$ cat src/krss_pkg.sv
// Shared types and constants for the keyed record sort and search core.
package krss_pkg;

    localparam int DEPTH_DEFAULT     = 64;
    localparam int KEY_BYTES_DEFAULT = 8;
    localparam int KEY_W             = 64;
    localparam int HANDLE_W          = 8;
    localparam int POS_W             = 6;
    localparam int COUNT_W           = 7;

    typedef enum logic [2:0] {
        OP_CLEAR  = 3'd0,
        OP_APPEND = 3'd1,
        OP_SORT   = 3'd2,
        OP_SEARCH = 3'd3,
        OP_LIST   = 3'd4
    } op_t;

    typedef enum logic [1:0] {
        FIELD_NUMBER    = 2'd0,
        FIELD_NAME      = 2'd1,
        FIELD_SPECIALTY = 2'd2,
        FIELD_NONE      = 2'd3
    } field_t;

    typedef struct packed {
        logic [HANDLE_W-1:0] handle;
        logic [KEY_W-1:0]    specialty;
        logic [KEY_W-1:0]    name;
        logic [KEY_W-1:0]    number;
    } record_t;

    typedef struct packed {
        op_t     op;
        field_t  field;
        record_t rec;
    } cmd_t;

    typedef struct packed {
        logic               status;
        logic               last;
        logic [COUNT_W-1:0] match_count;
        logic [POS_W-1:0]   position;
        logic [HANDLE_W-1:0] handle;
        logic               found;
    } result_t;

endpackage

$ cat src/krss_queue.sv
// Two-entry request queue between the front end and the table engine.
module krss_queue (
    input  logic           clk,
    input  logic           rst_n,
    input  logic           push,
    input  krss_pkg::cmd_t push_cmd,
    output logic           full,
    input  logic           pop,
    output logic           valid,
    output krss_pkg::cmd_t pop_cmd
);
    import krss_pkg::*;

    cmd_t       slot_reg [2];
    logic       wptr_reg;
    logic       rptr_reg;
    logic [1:0] fill_reg;

    assign full    = (fill_reg == 2'd2);
    assign valid   = (fill_reg != 2'd0);
    assign pop_cmd = slot_reg[rptr_reg];

    always_ff @(posedge clk or negedge rst_n)
    begin
        if (!rst_n)
        begin
            wptr_reg <= 1'b0;
            rptr_reg <= 1'b0;
            fill_reg <= 2'd0;
        end
        else
        begin
            if (push)
            begin
                wptr_reg <= !wptr_reg;
            end
            if (pop && valid)
            begin
                rptr_reg <= !rptr_reg;
            end
            fill_reg <= fill_reg + 2'(push) - 2'(pop && valid);
        end
    end

    always_ff @(posedge clk)
    begin
        if (push)
        begin
            slot_reg[wptr_reg] <= push_cmd;
        end
    end

endmodule

$ cat config.mk
export PLATFORM = sky130hd
export DESIGN_NAME = krss_queue
export DESIGN_NICKNAME = d
export VERILOG_FILES = /design/src/krss_pkg.sv /design/src/krss_queue.sv
export SDC_FILE = /design/constraint.sdc
export NUM_CORES = 1
export LEC_CHECK = 0
export ABC_AREA = 0
export BUFFER_PORTS_ARGS = -buffer_cell sky130_fd_sc_hd__buf_4
export CAP_MARGIN = 10
export CELL_PAD_IN_SITES_DETAIL_PLACEMENT = 1
export CELL_PAD_IN_SITES_GLOBAL_PLACEMENT = 1
export CORE_MARGIN = 5
export CORE_UTILIZATION = 30
export DETAILED_ROUTE_END_ITERATION = 6
export PLACE_DENSITY = 0.68
export SLEW_MARGIN = 30
export SYNTH_ARGS = -nofsm -noshare
export SYNTH_HDL_FRONTEND = slang
export SYNTH_SLANG_ARGS = --single-unit
$ cat constraint.sdc
create_clock -name clk -period 12.5 [get_ports clk]
set_clock_uncertainty 0.15 [all_clocks]
set_input_delay 0.625 -clock clk [delete_from_list [all_inputs] [get_ports clk]]
set_output_delay 0.625 -clock clk [all_outputs]
set_load 0.01 [all_outputs]
==> impl_metrics.tcl, run 1 <==
set metrics [dict create \
    status "finished clean" \
    yosys_warnings 0 \
    reg2reg_from "wptr_reg" \
    pin_count 416 \
    period_minus_slack_ns 3.933 \
    worstHoldPathCells 1 \
    critPathRequiredTime_ns 11.73 \
    setup_violations 0 \
    max_slew.worst_pin.slew_ns 0.9051 \
    layout_common_cells "buf_4 (417), edfxtp_1 (410), mux2_4 (140)" \
    holdBufCountCts 1 \
    cp-start-kind "flip-flop" \
    arrival_ns 3.16 \
    largest_reg_flops 410 \
    p_per_area_nw_per_um2 228.4 \
    intPower_mw 3.449 \
    post-place-ws_ns 9.088 \
    core-area_um2 51410 \
    synth_seq_cells 414 \
    grt_max_degree 78 \
    clock-sinks 414 \
    synth_cell_types 14 \
    regToRegEndpoint "slot_reg[1][140]" \
    rsz0062_at_grt "no" \
    p_leak_nw 8.123 \
    final-hold-violation-count 0 \
    netlist_instances 655 \
    r2r_cells 3 \
    end_kind "output pin" \
    final_util_pct 40.72 \
    power_switching_mw 1.332 \
    crit_slowest_cell "dfrtp_4" \
    grt_pass1_vias 8530 \
    vdd_drop_max_mv 0.1188 \
    antenna_found_initial 3 \
    cts_tree "yes" \
    synth_nets 866 \
    remaining_drc_errors 0 \
    final_nets 1318 \
    rrSetupSlack_ns 9.99 \
    clkTransAtPathRegs_ns 0.06 \
    postCtsSetupBuffers 0 \
    syn_area_um2 15570 \
    finalPower_mw 4.781 \
    cts_buffers 47 \
    numPortBuffers 415 \
    hold_ws_ns 0.09992 \
    syn2layout_area_growth_pct 34.45 \
    dp_hpwl_um 25130 \
    ant_nets 0 \
    path_common_cell "buf_4" \
    worstHoldPathType "in2reg" \
    worstPathCellList "buf_6 > buf_4 > mux2_4 > buf_4" \
    switching_share_pct 27.86 \
    fin_setup_tns_ns 0 \
    dieArea_um2 56550 \
    critical_path_class "reg2out" \
    overflow 0 \
    final_max_slew_viol_count 0 \
    syn_area_per_cell_um2 23.77 \
    final_common_cell "buf_4" \
    clockPowerShare_pct 27.1 \
    timing.fmax_mhz 254.3 \
    start_util_pct 30.28 \
    hp-start "push_cmd[39]" \
    finalCritPeriodShare_pct 31.46 \
    htreeDepth 2 \
    die_x_um 237.8 \
    via_per_inst 4.210 \
    slowest_delay_ns 0.74 \
    cts_buffer_depth 3 \
    p_comb_share_pct 32.5 \
    rows 83 \
    routabilityCongestion 0.7550 \
    fp.dieH_um 237.8 \
    cts_resized 0 \
    min_to "slot_reg[1][39]" \
    worstSkewPairLatency_ns 0.56 \
    clockRootBuffer "clkbuf_16" \
    critPathMaxFanout 56 \
    drive_gt1_share_pct 60.77 \
    grt.total_usage_pct 12.25 \
    slew_headroom_pct 39.66 \
    grt_pass1_wl_um 52830 \
    maxCapViolations 0 \
    seqPwrFrac_pct 40.4 \
    vias 7675 \
    dr.pass1.iters 4 \
    drt-total-wl_um 36350 \
    wire_per_inst_um 19.94 \
    worst_slack_ns 8.567 \
    ys_seq_area_share_pct 79.73 \
    drtIter0Drc 353 \
]
## power groups by stage
stage               Combinational, mW  Sequential [mW]  Clock [mW]
floorplan                       0.951             2.00           0
global placement                 1.55             1.98           0
detailed placement               1.59             1.97           0
CTS                              1.60             1.94        1.35
global route                     1.66             1.95        1.41
finish                           1.55             1.93        1.29
## through the flow
| stage | instance area (µm²) | cells |
|---|---|---|
| 2_1_floorplan | 15570 | 655 |
| 3_3_place_gp | 19390 | 1735 |
| 3_5_place_dp | 19420 | 1736 |
| 4_1_cts | 20890 | 1821 |
| 5_1_grt | 20930 | 1822 |
| 6_report | 20930 | 1823 |
## logic make-up (layout without fill, tap and decap cells)
kind of cell	after synthesis	count (layout)	share of synthesized area (%)
AO/OA/AOI/OAI	1	1	0.04824
XOR/XNOR	4	4	0.2251
adder cells (fa/ha/maj)	2	2	0.1607
buffers and inverters	25	512	1.471
flip-flops	414	414	79.73
multiplexers	205	205	18.20
other	0	1	0
AND/OR/NAND/NOR	4	4	0.1608
## Yosys cell counts
master	number	area, µm²
ha_1	2	25.02
mux2_2	65	732.0
inv_1	2	7.510
buf_6	17	191.4
edfxtp_1	410	12310
buf_2	6	30.03
xor2_1	2	17.52
dfrtp_1	4	100.1
o21a_1	1	7.510
xnor2_1	2	17.52
or2_2	1	6.260
nor2b_1	2	12.51
and2_1	1	6.260
mux2_4	140	2102
## worst max-delay path: cells and delay by family (launching register included)
kind                   cells  cell delay, ns
buffers and inverters      3            1.40
flip-flops                 1            0.74
multiplexers               1            0.36
## worst max-delay path by stage
stage | from | to | slack [ns] | cells past startpoint
detailed placement | rptr_reg | pop_cmd[133] | 9.09 | 4
floorplan | push | slot_reg[0][0] | 2.09 | 1
CTS | rptr_reg | pop_cmd[69] | 8.45 | 4
global placement | rptr_reg | pop_cmd[75] | 8.48 | 4
finish | rptr_reg | pop_cmd[69] | 8.57 | 4
global route | rptr_reg | pop_cmd[69] | 8.39 | 4
## area by class of cell
cell class                 count  area [µm²]
fill                        5041       30480
antenna                        1       2.502
clock buffer                  57        1256
timing repair buffer         426        3256
tap                          680       850.8
clock inverter                27       205.2
multi-input combinational    216        2937
sequential                   414       12420
inverter                       2       7.507
## layer usage
metal / track usage, % / up-vias / wire [µm]
li1: - / 3522 / -
met1: 13.88 / 3834 / 13650
met2: 21.44 / 265 / 18750
met3: 4.571 / 50 / 3164
met4: 4.006 / 4 / 745
met5: 0 / - / 40
Note: power is estimated with default switching activity, not from simulation.
==> inputs of run 2 (changes only) <==
- clock period: 12.5 -> 3.8 ns (I/O delays scaled with it)
==> impl_metrics.tcl, run 2 (synthesized netlist as in run 1, its figures left out) <==
set metrics [dict create \
    status "finished clean" \
    postLayoutCellArea_um2 22970 \
    wire_per_inst_um 20.40 \
    drt-total-wl_um 41490 \
    cp-start-kind "flip-flop" \
    dp_hpwl_um 25930 \
    core-area_um2 51410 \
    fp.dieH_um 237.8 \
    die_x_um 237.8 \
    vias 8655 \
    path_common_cell "buf_4" \
    rsz0062_at_grt "no" \
    grt.total_usage_pct 13.97 \
    remaining_drc_errors 0 \
    maxCapViolations 0 \
    critPathRequiredTime_ns 3.46 \
    worst_slack_ns 0.9683 \
    final_util_pct 44.69 \
    timing.fmax_mhz 353.1 \
    reg2reg_from "wptr_reg" \
    r2r_cells 2 \
    final-hold-violation-count 0 \
    numPortBuffers 415 \
    regToRegEndpoint "slot_reg[0][41]" \
    critPathMaxFanout 34 \
    hold_ws_ns 0.2169 \
    clock-sinks 414 \
    fin_setup_tns_ns 0 \
    rrSetupSlack_ns 1.67 \
    worstHoldPathType "in2reg" \
    drtIter0Drc 340 \
    cts_resized 0 \
    largest_reg_flops 410 \
    final_max_slew_viol_count 0 \
    critical_path_class "reg2out" \
    htreeDepth 2 \
    finalCritPeriodShare_pct 74.52 \
    dp.cells 1746 \
    detailed_place.area_um2 19540 \
    grt_max_degree 69 \
    ant_nets 0 \
    post-place-ws_ns 1.509 \
    multiInputGateArea_um2 2937 \
    hp-start "push_cmd[42]" \
    fillerInstances 4963 \
    p_leak_nw 8.992 \
    drive_gt1_share_pct 51.55 \
    clkTransAtPathRegs_ns 0.06 \
    fin_cells 2034 \
    max_slew.worst_pin.slew_ns 0.7777 \
    final_common_cell "buf_4" \
    worstPathCellList "buf_4 > mux2_2 > buf_4" \
    layout_common_cells "buf_4 (428), edfxtp_1 (410), dlygate4sd3_1 (209)" \
    grt_pass1_vias 9976 \
    cts_buffers 45 \
    final_nets 1533 \
    antenna_found_initial 3 \
    dieArea_um2 56550 \
    slew_headroom_pct 48.05 \
    pin_count 416 \
    grt_pass1_wl_um 60660 \
    slowest_delay_ns 0.88 \
    end_kind "output pin" \
    crit_slowest_cell "dfrtp_4" \
    setup_violations 0 \
    cts_buffer_depth 3 \
    vdd_drop_max_mv 0.4426 \
    finalPower_mw 15.90 \
    period_minus_slack_ns 2.832 \
    critPathCapture "pop_cmd[9]" \
    rows 83 \
    dr.pass1.iters 4 \
    p_per_area_nw_per_um2 692.0 \
    start_util_pct 30.28 \
    seq_area_um2 12420 \
    via_per_inst 4.255 \
    overflow 0 \
    clockRootBuffer "clkbuf_16" \
    cts_tree "yes" \
    syn2layout_area_growth_pct 47.57 \
    routabilityCongestion 0.7819 \
    worstSkewPairLatency_ns 0.54 \
    cp-startpoint "rptr_reg" \
    arrival_ns 2.49 \
]
## run 2: cell types whose count changed in the layout (fill, tap and decap cells not counted), moves of 4 or more
| cell | before | now |
|---|---|---|
| buf_12 | 1 | 6 |
| buf_6 | 6 | 0 |
| clkbuf_16 | 49 | 45 |
| buf_4 | 417 | 428 |
| dlygate4sd3_1 | 1 | 209 |
## run 2: what timing repair did
action	4_1_cts	5_1_grt
setup buffers	0	0
hold buffers	209	0
hold endpoints to repair	418	0
## run 2: worst max-delay path: cells and delay by family (launching register included)
family | cells | cell delay [ns]
buffers and inverters | 2 | 0.64
DFF | 1 | 0.88
muxes | 1 | 0.41
## run 2: worst min-delay path by stage
stage | end | slack, ns | depth (start not counted)
2_1_floorplan | fill_reg[0] | -0.26 | 0
3_3_place_gp | wptr_reg | -0.16 | 1
3_5_place_dp | wptr_reg | -0.16 | 1
4_1_cts | slot_reg[1][198] | 0.17 | 2
5_1_grt | slot_reg[0][42] | 0.18 | 2
6_report | slot_reg[0][42] | 0.22 | 2
## run 2: cell type report
type / instances / area share, %
diodes: 2 / 0.02179
clock buffers: 55 / 5.065
clock inverters: 22 / 0.7353
inverters: 2 / 0.03268
multi-input cells: 216 / 12.78
flip-flops and latches: 414 / 54.04
well taps: 680 / 3.703
repair buffers: 643 / 23.62
## run 2: where the power goes
group	switching, mW	internal, mW	total, mW
clock network	1.68	2.36	4.04
registers	0.335	6.06	6.39
logic	2.53	2.94	5.47
total	4.55	11.4	15.9
## run 2: metal layers
layer | vias up | wire (µm) | GRT usage (%)
li1 | 3939 | - | -
met1 | 4354 | 15160 | 15.31
met2 | 296 | 22340 | 25.98
met3 | 64 | 2929 | 4.386
met4 | 2 | 1050 | 3.953
met5 | - | 13 | 0
